### src/pip_pkg.sv
// Shared constants and types for the point-in-polygon test block.
package pip_pkg;

	localparam int COORD_BITS_DEF = 16;
	localparam int QUEUE_DEPTH_DEF = 4;

	// Control bits that travel with each queued vertex.
	typedef struct packed {
		logic last;
		logic edge_a_en;
		logic edge_b_en;
	} pip_ctl_t;

	localparam int CTL_BITS = $bits(pip_ctl_t);

endpackage

### src/pip_if.sv
// Valid/ready channel interfaces for vertex input and result output.
interface pip_vtx_if #(
	parameter int W = pip_pkg::COORD_BITS_DEF
);
	logic                valid;
	logic                ready;
	logic signed [W-1:0] vertex_x;
	logic signed [W-1:0] vertex_y;
	logic signed [W-1:0] test_x;
	logic signed [W-1:0] test_y;
	logic                last_vertex;

	modport source (output valid, vertex_x, vertex_y, test_x, test_y, last_vertex,
		input ready);
	modport sink (input valid, vertex_x, vertex_y, test_x, test_y, last_vertex,
		output ready);
endinterface


### src/pip_front.sv
// Front end: accepts vertices, tracks first and previous vertex, forms edge operands.
module pip_front #(
	parameter int COORD_BITS = pip_pkg::COORD_BITS_DEF,
	localparam int DW = COORD_BITS + 1,
	localparam int EW = pip_pkg::CTL_BITS + 8 * DW
) (
	input  logic          clk,
	input  logic          arst_n,
	pip_vtx_if.sink       vtx,
	input  logic          q_full,
	output logic          q_push,
	output logic [EW-1:0] q_wdata
);

	logic signed [COORD_BITS-1:0] first_x_q, first_y_q;
	logic signed [COORD_BITS-1:0] prev_x_q, prev_y_q;
	logic                         awaiting_q;

	logic signed [COORD_BITS-1:0] fx, fy;
	logic signed [DW-1:0]         a_dtx, a_dy, a_dx, a_dty;
	logic signed [DW-1:0]         b_dtx, b_dy, b_dx, b_dty;
	pip_pkg::pip_ctl_t            ctl;
	logic                         accept;

	assign vtx.ready = !q_full;
	assign accept    = vtx.valid && !q_full;
	assign q_push    = accept;

	// The closing edge starts at the first vertex, which is this one on a new polygon.
	assign fx = awaiting_q ? vtx.vertex_x : first_x_q;
	assign fy = awaiting_q ? vtx.vertex_y : first_y_q;

	always_comb begin
		// Edge from the current vertex back to the previous one.
		a_dtx = DW'(vtx.test_x) - DW'(vtx.vertex_x);
		a_dy  = DW'(prev_y_q) - DW'(vtx.vertex_y);
		a_dx  = DW'(prev_x_q) - DW'(vtx.vertex_x);
		a_dty = DW'(vtx.test_y) - DW'(vtx.vertex_y);
		// Closing edge from the first vertex to the current one.
		b_dtx = DW'(vtx.test_x) - DW'(fx);
		b_dy  = DW'(vtx.vertex_y) - DW'(fy);
		b_dx  = DW'(vtx.vertex_x) - DW'(fx);
		b_dty = DW'(vtx.test_y) - DW'(fy);

		ctl.last      = vtx.last_vertex;
		ctl.edge_a_en = !awaiting_q &&
			((vtx.vertex_y > vtx.test_y) != (prev_y_q > vtx.test_y));
		ctl.edge_b_en = vtx.last_vertex &&
			((fy > vtx.test_y) != (vtx.vertex_y > vtx.test_y));
	end

	assign q_wdata = {ctl, a_dtx, a_dy, a_dx, a_dty, b_dtx, b_dy, b_dx, b_dty};

	always_ff @(posedge clk or negedge arst_n) begin
		if (!arst_n) begin
			first_x_q  <= '0;
			first_y_q  <= '0;
			prev_x_q   <= '0;
			prev_y_q   <= '0;
			awaiting_q <= 1'b1;
		end else if (accept) begin
			if (awaiting_q) begin
				first_x_q <= vtx.vertex_x;
				first_y_q <= vtx.vertex_y;
			end
			prev_x_q   <= vtx.vertex_x;
			prev_y_q   <= vtx.vertex_y;
			awaiting_q <= vtx.last_vertex;
		end
	end

endmodule

### src/flat_wrapper.sv
// flat-port wrapper written by rule: the top's interface ports become plain ports
module pip_front_flat 
#(
	parameter int COORD_BITS = pip_pkg::COORD_BITS_DEF,
	localparam int DW = COORD_BITS + 1,
	localparam int EW = pip_pkg::CTL_BITS + 8 * DW
)
  (clk, arst_n, q_full, q_push, q_wdata, vtx_valid, vtx_vertex_x, vtx_vertex_y, vtx_test_x, vtx_test_y, vtx_last_vertex, vtx_ready);
  pip_vtx_if vtx_i ();
  input  logic clk;
  input  logic arst_n;
  input  logic q_full;
  output logic q_push;
  output logic [EW-1:0] q_wdata;
  input wire logic [$bits(vtx_i.valid)-1:0] vtx_valid;
  input wire logic [$bits(vtx_i.vertex_x)-1:0] vtx_vertex_x;
  input wire logic [$bits(vtx_i.vertex_y)-1:0] vtx_vertex_y;
  input wire logic [$bits(vtx_i.test_x)-1:0] vtx_test_x;
  input wire logic [$bits(vtx_i.test_y)-1:0] vtx_test_y;
  input wire logic [$bits(vtx_i.last_vertex)-1:0] vtx_last_vertex;
  output wire logic [$bits(vtx_i.ready)-1:0] vtx_ready;
  assign vtx_i.valid = vtx_valid;
  assign vtx_i.vertex_x = vtx_vertex_x;
  assign vtx_i.vertex_y = vtx_vertex_y;
  assign vtx_i.test_x = vtx_test_x;
  assign vtx_i.test_y = vtx_test_y;
  assign vtx_i.last_vertex = vtx_last_vertex;
  assign vtx_ready = vtx_i.ready;
  pip_front #(.COORD_BITS(COORD_BITS)) u_core (.clk(clk), .arst_n(arst_n), .vtx(vtx_i), .q_full(q_full), .q_push(q_push), .q_wdata(q_wdata));
endmodule
### config.mk
export PLATFORM = sky130hd
export DESIGN_NAME = pip_front_flat
export DESIGN_NICKNAME = d
export VERILOG_FILES = /design/src/pip_pkg.sv /design/src/pip_if.sv /design/src/pip_front.sv /design/src/flat_wrapper.sv
export SDC_FILE = /design/constraint.sdc
export NUM_CORES = 1
export LEC_CHECK = 0
export BUFFER_PORTS_ARGS = -buffer_cell sky130_fd_sc_hd__buf_4
export CAP_MARGIN = 40
export CORE_MARGIN = 4
export CORE_UTILIZATION = 40
export CTS_CLUSTER_DIAMETER = 120
export DETAILED_ROUTE_END_ITERATION = 6
export GPL_ROUTABILITY_DRIVEN = 0
export PLACE_DENSITY = 0.66
export RECOVER_POWER = 25
export SETUP_SLACK_MARGIN = 0.5
export SLEW_MARGIN = 20
export SYNTH_ARGS = -nofsm -noshare
export SYNTH_HDL_FRONTEND = slang
export SYNTH_SLANG_ARGS = --single-unit
### constraint.sdc
create_clock -name clk -period 5.1 [get_ports clk]
set_input_delay 1.275 -clock clk [delete_from_list [all_inputs] [get_ports clk]]
set_output_delay 1.275 -clock clk [all_outputs]
set_load 0.1 [all_outputs]
# ---- Word-level counts from Yosys, hierarchy flattened
# Index checks and enable logic that the tools add are counted.
dict set report op_classes {
  addsub 8
  n_mul 0
  n_div 0
  n_lt_le_gt_ge 3
  n_eq_ne 2
  shifts 0
  n_mux 2
  bitwise 0
  n_reduce_logical 5
}
# op n
set op_table {}
lappend op_table {{subtractor 16 x 16 -> 17 bit} 8}
lappend op_table {{> comparator 16 bit} 3}
lappend op_table {{2-to-1 mux 16 bit} 2}
lappend op_table {{logical AND 1 bit} 3}
lappend op_table {{logical NOT 1 bit} 2}
lappend op_table {{inequality test 1 bit} 2}
dict set report totals {
  reg_bits 65
  latch_bits 0
  mem_bits_rw 0
  mem_bits_ro 0
  input_bits 69
  out_inout_bits 141
  word_cells 25
  n_memories 0
}

# ---- Longest topological paths before layout
# Gate-level depths: netlist (run 1).
dict set report depth {
  word_depth 4
  mapped_depth 12
  depth_no_buf 11
}

# ---- Least setup slack after synthesis (run 1)
# OpenSTA, ideal clock, no wires.
dict set report synth_timing {
  path_type {input to output}
  start {in vtx_vertex_x[0]}
  end {out q_wdata[27]}
  t_arrival_ns 6.355
  required_ns 3.825
  path_slack_ns -2.530
  cell_stages 9
  path_cell_list {mux2_2 > ha_1 > fa_1 > o21ai_0 > a21oi_1 > o21bai_1 > a21oi_1 > o21a_1 > o311ai_0}
}
dict set report synth_via {
  elab_chain_len 2
}
# item line_no
set synth_rtl {}
lappend synth_rtl {{start: declaration} flat_wrapper.sv:16} ;# input wire logic [$bits(vtx_i.vertex_x)-1:0] vtx_vertex_x;
lappend synth_rtl {{2-to-1 mux 16 bit} --}
lappend synth_rtl {{subtractor 16 x 16 -> 17 bit *} pip_front.sv:42} ;# b_dx = DW'(vtx.vertex_x) - DW'(fx);
lappend synth_rtl {{end: declaration} flat_wrapper.sv:14} ;# output logic [EW-1:0] q_wdata;
# Mark *: on every way between the ends. The rest lies on a longest branch, timed or not.

# ---- Worst setup path in the final report (run 1)
dict set report layout_timing {
  start {in vtx_vertex_x[0]}
  end {out q_wdata[65]}
}
dict set report layout_via {
  elab_chain_len 2
}
# item line_no
set layout_rtl {}
lappend layout_rtl {{2-to-1 mux 16 bit} --}
lappend layout_rtl {{net u_core.fx[0]} pip_front.sv:19} ;# logic signed [COORD_BITS-1:0] fx, fy;
lappend layout_rtl {{subtractor 16 x 16 -> 17 bit} pip_front.sv:40} ;# b_dtx = DW'(vtx.test_x) - DW'(fx);
# The timed path passes the listed nets, and every way through them passes these cells.

==> implementation parameters, run 1 <==
Parameter                              Value

Worst setup path
  Kind of end point of the critical path ... output pin
  Data required time of the critical path ... about 3800 ps
  Setup slack of the most critical reg-to-reg path ... approximately 3500 ps
  Worst reg-to-reg path cell count ... 3
  Launch instance of the worst register-to-register path ... u_core.awaiting_q$_DFFE_PN1P_
  Arrival @ worst endpoint ... 3780 ps
  CP max FO ... 3
  Path type of the worst setup path ... primary input to output pin
  Worst setup path startpoint ... vtx_vertex_x[0]
  Kind of launch point of the worst setup path ... primary input

Die
  Placement Rows ... 54
  Die boundary height ... 156 µm
  Effective utilization at floorplan ... 0.404
  Ports ... 210
  Die area ... 24400 µm²
  Core Area ... 21800 µm²
  Horizontal die dimension ... between 150 and 200 µm

Logic synthesis
  Sequential cell area fraction in the yosys report ... 0.185
  Share of flip-flops with an asynchronous set or reset ... 1.00
  Xor/xnor share of the synthesized area ... 0.0906
  Multiplexer fraction of the synthesized cell area ... 0.0378
  Number of distinct library cells after synthesis ... 63
  Number of nets in the synthesized netlist ... ~1300
  Synthesized instance count ... roughly 1100
  Total number of yosys warnings ... 0
  Post-synth EDFFs ... 0
  Simple-gate share of the synthesized area ... 0.166
  Primary FF master, synth ... sky130_fd_sc_hd__dfrtp_1
  Fraction of the mapped netlist area in adder cells ... 0.226
  Compound-cell area share of the yosys netlist ... 0.241
  Post-Synthesis Cell Area ... a little under 9000 µm²
  Dominant combinational cell family by area after synthesis ... compound AO/OA/AOI/OAI gates
  Yosys reg bits ... 65
  Average footprint of a synthesized cell ... 7.84 µm²

Global routing
  First-pass GRT wire length ... ~49 mm
  Number of global-route vias before repair ... approximately 9500
  Initial antenna violation count ... 1
  Aggregate global routing overflow ... 0
  Maximum number of pins on one net before global-route repair ... between 60 and 70
  Global Route Usage Sum ... 0.249

STA
  F_max ... 198 MHz
  Maximum clock skew at final layout ... around 4.7 ps
  Setup TNS ... 0 ps
  Clock period minus final worst setup slack ... 5050 ps
  Hold violation total from the final report ... 0
  Transition time of the tightest slew-check pin ... between 2000 and 3000 ps
  Slew headroom ... -0.789
  Number of pins with negative max-slew slack in the final report ... a little over 50
  Final count of negative-setup-slack endpoints ... 0
  Period Utilization, post-route ... 0.991
  RSZ-0062 raised after global routing ... yes

Clock network
  Maximum level of the CTS H-tree ... 3
  Buffers from clock root to sink, at most ... 2
  CTS Buf Count ... 9
  CTS tree ... done
  Root Buffer ... sky130_fd_sc_hd__clkbuf_16
  Clock Sink Count ... 65
  Clock-pin slew on the worst setup and hold paths ... roughly 60 ps
  Worst-Skew Late Latency ... between 300 and 400 ps

Final layout
  Share of layout cells above drive strength 1 ... 0.493
  Count of non-filler cells in the finished layout ... between 1500 and 2000
  Design Area, Final ... approximately 17000 µm²
  Fin nets ... 1732
  Layout area overhead ... 89.6%
  Final core utilization ... 0.767
  Most common cell after layout, fill and taps aside ... sky130_fd_sc_hd__buf_4
  Commonest cells after routing, fill and taps aside ... sky130_fd_sc_hd__buf_4, sky130_fd_sc_hd__ha_1, sky130_fd_sc_hd__nand2_1

Placement
  Dpl cell area ... ~14000 µm²
  Hpwl dp ... around 24 mm
  I/O Buffers ... about 210
  Total placed cells including tap cells ... approximately 1700

Hold path
  Classification of the worst-slack hold path ... register to register
  Hold-critical path depth ... 2
  Hold path startpoint ... u_core.first_y_q[10]$_DFFE_PN0P_

Job
  Number of maximum-capacitance violations ... 1

Power and ir drop
  Leakage power total ... approximately 7.6 nW
  Power per unit of standard cell area ... 574 nW/µm²
  IR Drop Worst-Case VDD ... 0.000458 V

Drt
  Detailed-router iteration count before antenna repair ... 5
  Remaining routing DRC violations ... 0
  Post-detailed-route via-to-cell ratio ... 5.38
  Wire length reported by the detailed router ... 32.6 mm
  Count of vias placed by the detailed router ... between 9000 and 10000
  Average detailed-routed wire length per instance ... approximately 18 µm
  Number of routed nets with antenna violations ... 0
  Detailed Route Iter0 Violations ... 458

Run status
  Run status ... finished with violations
  Violated checks ... capacitance limit, slew limit
==> registers in the layout, indices dropped and copies added, names as in the netlist <==
signal / count
u_core.prev_x_q: 16
u_core.awaiting_q: 1
u_core.first_y_q: 16
u_core.prev_y_q: 16
u_core.first_x_q: 16
==> critical path, cell delays in order <==
cell	delay, ps
sky130_fd_sc_hd__buf_8	100
sky130_fd_sc_hd__mux2_4	290
sky130_fd_sc_hd__ha_4	180
sky130_fd_sc_hd__fa_2	380
sky130_fd_sc_hd__nor2b_2	150
sky130_fd_sc_hd__o21ai_2	80
sky130_fd_sc_hd__a21boi_2	180
sky130_fd_sc_hd__o21a_2	240
sky130_fd_sc_hd__o311ai_4	130
sky130_fd_sc_hd__a21o_1	260
sky130_fd_sc_hd__buf_6	130
sky130_fd_sc_hd__a31oi_4	170
sky130_fd_sc_hd__buf_12	200
==> cell type report <==
class | instances | area (µm²)
inverter | 102 | 445
timing repair buffer | 400 | 4240
sequential | 65 | 1630
tap | 280 | 350
clock buffer | 15 | 298
fill | 1431 | 5070
antenna | 1 | 2.50
clock inverter | 1 | 30.0
multi-input combinational | 931 | 9690
==> per-layer routing <==
layer  up-vias  track usage  wire length [µm]
met5         -            0                 0
met4         0       0.0715               813
met3        52       0.0467              1830
met2       261        0.408             15600
met1      4579        0.338             14300
li1       4766            -                 -
==> kinds of logic after synthesis <==
logic type / count (synthesis)
compound gates: 335
xor+xnor: 91
mux: 33
flops: 65
fa+ha+maj: 154
simple gates: 318
buf+inv: 126
==> final timing paths <==
kind | to
max | q_wdata[65]
min | u_core.first_y_q[10]$_DFFE_PN0P_
max reg2reg | u_core.first_x_q[12]$_DFFE_PN0P_
min reg2reg | u_core.first_y_q[10]$_DFFE_PN0P_
max in group asynchronous | u_core.prev_y_q[0]$_DFFE_PN0P_
min in group asynchronous | u_core.prev_x_q[8]$_DFFE_PN0P_
==> stage by stage <==
step	worst slack (ps)	total power (W)	hold slack (ps)
6_report	46.8	0.00957	478
5_1_grt	-1.41	0.00994	500
4_1_cts	132	0.00920	483
3_5_place_dp	-31.2	0.00754	469
3_3_place_gp	13.2	0.00750	461
2_1_floorplan	32.2	0.00617	446
==> Yosys cell counts (4+ instances only) <==
cell / n / area share
sky130_fd_sc_hd__or2_2: 7 / 0.0050
sky130_fd_sc_hd__a2111oi_0: 5 / 0.0050
sky130_fd_sc_hd__a31oi_1: 16 / 0.011
sky130_fd_sc_hd__nor3_1: 18 / 0.010
sky130_fd_sc_hd__nand2_1: 119 / 0.051
sky130_fd_sc_hd__a21oi_1: 78 / 0.044
sky130_fd_sc_hd__and3_1: 7 / 0.0050
sky130_fd_sc_hd__o21a_1: 19 / 0.016
sky130_fd_sc_hd__ha_1: 146 / 0.21
sky130_fd_sc_hd__dfrtp_1: 64 / 0.18
sky130_fd_sc_hd__xor2_1: 29 / 0.029
sky130_fd_sc_hd__inv_1: 102 / 0.044
sky130_fd_sc_hd__clkbuf_1: 23 / 0.0098
sky130_fd_sc_hd__nor2_1: 81 / 0.035
sky130_fd_sc_hd__o21ai_0: 107 / 0.061
sky130_fd_sc_hd__mux2i_1: 31 / 0.035
sky130_fd_sc_hd__o311ai_0: 6 / 0.0060
sky130_fd_sc_hd__xnor2_1: 62 / 0.062
sky130_fd_sc_hd__a21o_1: 37 / 0.032
sky130_fd_sc_hd__nor2b_1: 30 / 0.021
sky130_fd_sc_hd__nand4_1: 11 / 0.0078
sky130_fd_sc_hd__a31o_2: 4 / 0.0040
sky130_fd_sc_hd__nand3_1: 18 / 0.010
sky130_fd_sc_hd__a211oi_1: 6 / 0.0051
sky130_fd_sc_hd__o21bai_1: 7 / 0.0060
sky130_fd_sc_hd__nand2b_1: 14 / 0.010
sky130_fd_sc_hd__a21boi_1: 4 / 0.0034
sky130_fd_sc_hd__o21ai_2: 4 / 0.0040
sky130_fd_sc_hd__fa_1: 8 / 0.018
==> report_power, final <==
group	internal (W)	switching, W
clock	0.000446	0.000256
combinational	0.00295	0.00525
sequential	0.000605	0.0000631
total	0.00401	0.00557
==> repair_timing <==
action | 4_1_cts | 5_1_grt
setup endpoints to repair | 80 | 85
pin swaps | 123 | 101
gates resized for setup | 306 | 144
cloned | 0 | 0
buffers inserted | 53 | 40
hold buffers | 0 | 0
Power figures use the tool's default switching activity.
==> inputs of run 2 (changes only) <==
- CORE_ASPECT_RATIO: unset -> 0.6
==> implementation parameters, run 2 (synthesized netlist as in run 1, its figures left out) <==
Parameter                              Value

Placement
  Worst Setup Slack post-DPL ... -80.5 ps (-49.3 ps)
  Dpl cell area ... 13700 µm² (about the same)
  I/O Buffers ... 209 (unchanged)
  Hpwl dp ... 25.1 mm (+5.7%)

Clock network
  Buffers from clock root to sink, at most ... 2 (unchanged)
  CTS Buf Count ... 9 (unchanged)
  Maximum level of the CTS H-tree ... 3 (unchanged)
  Worst-Skew Late Latency ... 330 ps (about the same)
  Clock-pin slew on the worst setup and hold paths ... 50 ps (about the same)
  Hold buffer count at CTS ... 0 (unchanged)
  Clock Sink Count ... 65 (unchanged)
  Root Buffer ... sky130_fd_sc_hd__clkbuf_16
  CTS tree ... done

STA
  Transition time of the tightest slew-check pin ... 2350 ps (-335 ps)
  Hold violation total from the final report ... 0 (unchanged)
  RSZ-0062 raised after global routing ... yes
  Clock period minus final worst setup slack ... 5020 ps (-33.3 ps)
  Setup TNS ... 0 ps (unchanged)
  Final count of negative-setup-slack endpoints ... 0 (unchanged)
  Period Utilization, post-route ... 0.984 (-0.00654)
  F_max ... 199 MHz (+0.66%)
  Maximum clock skew at final layout ... 3.23 ps (-1.45 ps)
  Slew headroom ... -0.566 (+0.224)
  Number of pins with negative max-slew slack in the final report ... 68 (+33%)
  Final worst slack ... 80.1 ps (+33.3 ps)

Drt
  Wire length reported by the detailed router ... 34.5 mm (+5.9%)
  Average detailed-routed wire length per instance ... 19.2 µm (+5.8%)
  Detailed Route Iter0 Violations ... 684 (+49%)
  Post-detailed-route via-to-cell ratio ... 5.47 (+1.6%)
  Detailed-router iteration count before antenna repair ... 5 (unchanged)
  Number of routed nets with antenna violations ... 0 (unchanged)
  Count of vias placed by the detailed router ... 9822 (+1.7%)
  Remaining routing DRC violations ... 0 (unchanged)

Final layout
  Layout area overhead ... 93.8%
  Fin nets ... 1736 (+0.23%)
  Design Area, Final ... 17100 µm² (+2.2%)
  Diodes inserted ... 0 (-1)
  Commonest cells after routing, fill and taps aside ... sky130_fd_sc_hd__buf_4, sky130_fd_sc_hd__nand2_1, sky130_fd_sc_hd__ha_1
  Most common cell after layout, fill and taps aside ... sky130_fd_sc_hd__buf_4
  Share of layout cells above drive strength 1 ... 0.506 (+0.0132)

Job
  Number of maximum-capacitance violations ... 2 (+1)

Power and ir drop
  Switching power of the nets ... 0.00566 W (+1.7%)
  Sequential share of power ... 0.069 (about the same)
  Switching share of total power ... 0.584 (+0.00245)
  IR Drop Worst-Case VDD ... 0.000635 V (+39%)
  Cell-internal power ... 0.00403 W (+0.69%)
  Leakage power total ... 7.70 nW (+0.72%)
  Clock group share of total power ... 0.061 (-0.012)
  Power per unit of standard cell area ... 568 nW/µm² (-0.94%)
  Comb pwr share ... 0.869 (+0.012)

Worst setup path
  Arrival @ worst endpoint ... 3740 ps (-40 ps)
  Data required time of the critical path ... 3830 ps (about the same)
  CP max FO ... 4 (+1)
  Kind of launch point of the worst setup path ... primary input
  Kind of end point of the critical path ... output pin
  Path type of the worst setup path ... primary input to output pin

Die
  Die boundary height ... 123 µm (-21%)
  Horizontal die dimension ... 199 µm (+28%)
  Die area ... 24500 µm² (+0.32%)
  Core Area ... 21300 µm² (-2.1%)
  Placement Rows ... 41 (-24%)
  Effective utilization at floorplan ... 0.413 (+0.00887)
  Ports ... 210 (unchanged)

Hold path
  Classification of the worst-slack hold path ... register to register

Global routing
  Maximum number of pins on one net before global-route repair ... 94 (+52%)
  Initial antenna violation count ... 0 (-1)
  First-pass GRT wire length ... 51.5 mm (+5.2%)
  Global Route Usage Sum ... 0.264 (+0.0150)
  Number of global-route vias before repair ... 9518 (+0.042%)
  Aggregate global routing overflow ... 0 (unchanged)

Run status
  Run status ... finished with violations
  Violated checks ... capacitance limit, slew limit
-- run 2: final timing paths --
check                                           startpoint                          endpoint  slack (ps)  cells past startpoint
setup / recovery                           vtx_vertex_y[1]                       q_wdata[47]          80                     12
hold / removal             u_core.first_y_q[4]$_DFFE_PN0P_   u_core.first_y_q[4]$_DFFE_PN0P_         480                      2
setup reg to reg             u_core.awaiting_q$_DFFE_PN1P_  u_core.first_x_q[12]$_DFFE_PN0P_        3390                      4
hold reg to reg            u_core.first_y_q[4]$_DFFE_PN0P_   u_core.first_y_q[4]$_DFFE_PN0P_         480                      2
max in group asynchronous                           arst_n    u_core.prev_y_q[4]$_DFFE_PN0P_         660                      2
min in group asynchronous                           arst_n    u_core.prev_x_q[5]$_DFFE_PN0P_        1450                      1
-- run 2: cell type report --
type | instances | area, µm²
Clock inverter | 3 | 15.0
Timing Repair Buffer | 404 | 4390
Clock buffer | 13 | 260
Multi-Input combinational cell | 931 | 9960
Sequential cell | 65 | 1630
Fill cell | 1297 | 4230
Inverter | 102 | 462
Tap cell | 279 | 349
-- run 2: what timing repair did --
item | in CTS | in global routing
endpoints found under the setup margin | 81 | 85
resized for setup | 375 | 161
buffers inserted | 60 | 29
pin swaps | 138 | 95
-- run 2: worst max-delay path: stages --
cell and delay, ps:
sky130_fd_sc_hd__buf_12 110, sky130_fd_sc_hd__mux2i_4 170, sky130_fd_sc_hd__ha_1 270, sky130_fd_sc_hd__nor2b_4 130, sky130_fd_sc_hd__o21ai_2 130, sky130_fd_sc_hd__a21boi_2 90
sky130_fd_sc_hd__o21a_1 190, sky130_fd_sc_hd__o41a_1 420, sky130_fd_sc_hd__a311o_1 350, sky130_fd_sc_hd__a21oi_2 250, sky130_fd_sc_hd__xnor2_4 160, sky130_fd_sc_hd__buf_12 200
-- run 2: stage by stage --
stage | hold WS [ps] | power, W | util | cells
floorplan | 446 | 0.00617 | - | 1122
global placement | 461 | 0.00755 | 0.641 | 1690
detailed placement | 469 | 0.00758 | 0.642 | 1691
CTS | 482 | 0.00927 | 0.756 | 1767
global route | 506 | 0.0101 | 0.801 | 1797
finish | 477 | 0.00970 | 0.801 | 1797
-- run 2: per-layer routing --
metal	track usage	wire length (µm)	vias up
met5	0	0	-
met4	0.0399	326	0
met3	0.0547	2430	25
met2	0.370	14600	314
met1	0.422	17100	4710
li1	-	-	4773
-- run 2: power groups by stage --
stage	Clock, W	Sequential, W	Combinational, W
3_3_place_gp	0	0.000667	0.00688
2_1_floorplan	0	0.000655	0.00551
6_report	0.000596	0.000670	0.00843
4_1_cts	0.000608	0.000667	0.00799
3_5_place_dp	0	0.000670	0.00691
5_1_grt	0.000631	0.000681	0.00874
==> inputs of run 3 (changes only) <==
- CTS_BUF_LIST: unset -> sky130_fd_sc_hd__clkbuf_8
- RECOVER_POWER: 25 -> unset
- REMOVE_ABC_BUFFERS: unset -> 1
==> implementation parameters, run 3 (synthesized netlist as in run 1, its figures left out) <==
Parameter                              Value

Clock network
  Worst-Skew Late Latency ... 380 ps (+50 ps)
  CTS tree ... done
  Buffers from clock root to sink, at most ... 2 (unchanged)
  CTS Buf Count ... 9 (unchanged)
  Clock-pin slew on the worst setup and hold paths ... 80 ps (+30 ps)
  Maximum level of the CTS H-tree ... 3 (unchanged)
  Clock Sink Count ... 65 (unchanged)
  Root Buffer ... sky130_fd_sc_hd__clkbuf_8
  Hold buffer count at CTS ... 0 (unchanged)

Power and ir drop
  Leakage power total ... 7.62 nW (-1.1%)
  IR Drop Worst-Case VDD ... 0.000623 V (-1.9%)
  Power per unit of standard cell area ... 568 nW/µm² (-0.11%)

Drt
  Wire length reported by the detailed router ... 35.8 mm (+3.9%)
  Post-detailed-route via-to-cell ratio ... 5.50 (+0.54%)
  Remaining routing DRC violations ... 0 (unchanged)
  Number of routed nets with antenna violations ... 0 (unchanged)
  Detailed-router iteration count before antenna repair ... 5 (unchanged)
  Count of vias placed by the detailed router ... 10100 (+3.0%)
  Average detailed-routed wire length per instance ... 19.5 µm (+1.4%)
  Detailed Route Iter0 Violations ... 647 (-5.4%)

Final layout
  Most common cell after layout, fill and taps aside ... sky130_fd_sc_hd__buf_4
  Fin nets ... 1780 (+2.5%)
  Diodes inserted ... 0 (unchanged)
  Commonest cells after routing, fill and taps aside ... sky130_fd_sc_hd__buf_4, sky130_fd_sc_hd__buf_6, sky130_fd_sc_hd__ha_1
  Layout area overhead ... 81.9%
  Share of layout cells above drive strength 1 ... 0.469 (-0.0367)

Die
  Placement Rows ... 41 (unchanged)
  Effective utilization at floorplan ... 0.413 (unchanged)
  Horizontal die dimension ... 199 µm (unchanged)
  Die area ... 24500 µm² (unchanged)
  Core Area ... 21300 µm² (unchanged)
  Ports ... 210 (unchanged)
  Die boundary height ... 123 µm (unchanged)

STA
  RSZ-0062 raised after global routing ... yes
  F_max ... 197 MHz (-1.1%)
  Period Utilization, post-route ... 0.996 (+0.0112)
  Number of pins with negative max-slew slack in the final report ... 0 (-100%)
  Final count of negative-setup-slack endpoints ... 0 (unchanged)
  Transition time of the tightest slew-check pin ... 878 ps (-1470 ps)
  Maximum clock skew at final layout ... 6.54 ps (+3.31 ps)
  Clock period minus final worst setup slack ... 5080 ps (+57.3 ps)
  Setup TNS ... 0 ps (unchanged)
  Hold violation total from the final report ... 0 (unchanged)
  Final worst slack ... 22.8 ps (-57.3 ps)
  Slew headroom ... 0.399 (+0.965)

Global routing
  Initial antenna violation count ... 0 (unchanged)
  Maximum number of pins on one net before global-route repair ... 78 (-17%)
  Global Route Usage Sum ... 0.264 (about the same)
  Number of global-route vias before repair ... 9623 (+1.1%)
  First-pass GRT wire length ... 51.7 mm (+0.42%)
  Aggregate global routing overflow ... 0 (unchanged)

Placement
  Hpwl dp ... 23.8 mm (-5.1%)
  I/O Buffers ... 209 (unchanged)
  Worst Setup Slack post-DPL ... -171 ps (-90.1 ps)

Worst setup path
  Path type of the worst setup path ... primary input to output pin
  CP max FO ... 4 (unchanged)
  Arrival @ worst endpoint ... 3800 ps (+60 ps)
  Data required time of the critical path ... 3830 ps (about the same)
  Kind of end point of the critical path ... output pin
  Kind of launch point of the worst setup path ... primary input
  Setup slack of the most critical reg-to-reg path ... 3300 ps (-90 ps)

Hold path
  Classification of the worst-slack hold path ... register to register

Job
  Number of maximum-capacitance violations ... 0 (-2)

Run status
  Run status ... complete, no violations
-- run 3: cell types whose count changed in the layout (fill, tap and decap cells not counted), sizes merged --
cell,change
inv,+6
clkinvlp,-5
clkbuf,-4
clkinv,-1
buf,+48
-- run 3: critical path: stages --
cell                        delay [ps]
sky130_fd_sc_hd__buf_12            110
sky130_fd_sc_hd__mux2i_4           190
sky130_fd_sc_hd__buf_6             140
sky130_fd_sc_hd__ha_4              190
sky130_fd_sc_hd__nor2b_4           120
sky130_fd_sc_hd__o31a_1            280
sky130_fd_sc_hd__o21ai_1           130
sky130_fd_sc_hd__buf_4             150
sky130_fd_sc_hd__a31oi_2           100
sky130_fd_sc_hd__o21a_1            220
sky130_fd_sc_hd__a2bb2oi_1         150
sky130_fd_sc_hd__xnor2_1           210
sky130_fd_sc_hd__buf_4             200
sky130_fd_sc_hd__and2_4            160
sky130_fd_sc_hd__buf_12            160
-- run 3: through the flow --
step / util / total power, W / cells / hold WS (ps) / area [µm²]
after floorplan: - / 0.00525 / 1098 / 442 / 8710
after detailed placement: 0.542 / 0.00668 / 1706 / 471 / 11500
after global routing: 0.752 / 0.00943 / 1841 / 512 / 16000
after global placement: 0.541 / 0.00664 / 1705 / 456 / 11500
after CTS: 0.664 / 0.00816 / 1799 / 491 / 14100
final: 0.752 / 0.00909 / 1841 / 487 / 16000
-- run 3: final timing paths --
kind                                                 start                          endpoint  cells after the start
max in group asynchronous                           arst_n     u_core.awaiting_q$_DFFE_PN1P_                      2
hold / removal             u_core.first_y_q[9]$_DFFE_PN0P_   u_core.first_y_q[9]$_DFFE_PN0P_                      2
setup / recovery                           vtx_vertex_y[1]                      q_wdata[136]                     15
hold reg to reg            u_core.first_y_q[9]$_DFFE_PN0P_   u_core.first_y_q[9]$_DFFE_PN0P_                      2
setup reg to reg             u_core.awaiting_q$_DFFE_PN1P_  u_core.first_y_q[15]$_DFFE_PN0P_                      5
min in group asynchronous                           arst_n   u_core.first_y_q[2]$_DFFE_PN0P_                      1
-- run 3: layout make-up --
class                           count  area [µm²]
Fill cell                        1451        5280
Inverter                          102         418
Multi-Input combinational cell    931        8780
Clock inverter                      3        13.8
Tap cell                          279         349
Sequential cell                    65        1630
Clock buffer                       13         179
Timing Repair Buffer              448        4640
-- run 3: layer usage --
metal / part of all wire / GRT usage / vias to the layer above
met5: 0 / 0 / -
met4: 0.015 / 0.0318 / 0
met3: 0.066 / 0.0542 / 40
met2: 0.43 / 0.383 / 340
met1: 0.48 / 0.415 / 4874
li1: - / - / 4863
-- run 3: timing repair --
item                                    4_1_cts  5_1_grt
endpoints found under the setup margin       90       92
gates resized for setup                     411      308
pin swaps                                   151      113
setup buffers                                77       42
-- run 3: report_power, final --
group | internal, W | switching, W | leakage (nW) | total, W
clock network | 0.000227 | 0.000250 | 0.107 | 0.000477
logic | 0.00274 | 0.00521 | 6.69 | 0.00794
registers | 0.000604 | 0.0000667 | 0.815 | 0.000670
total | 0.00357 | 0.00552 | 7.62 | 0.00909
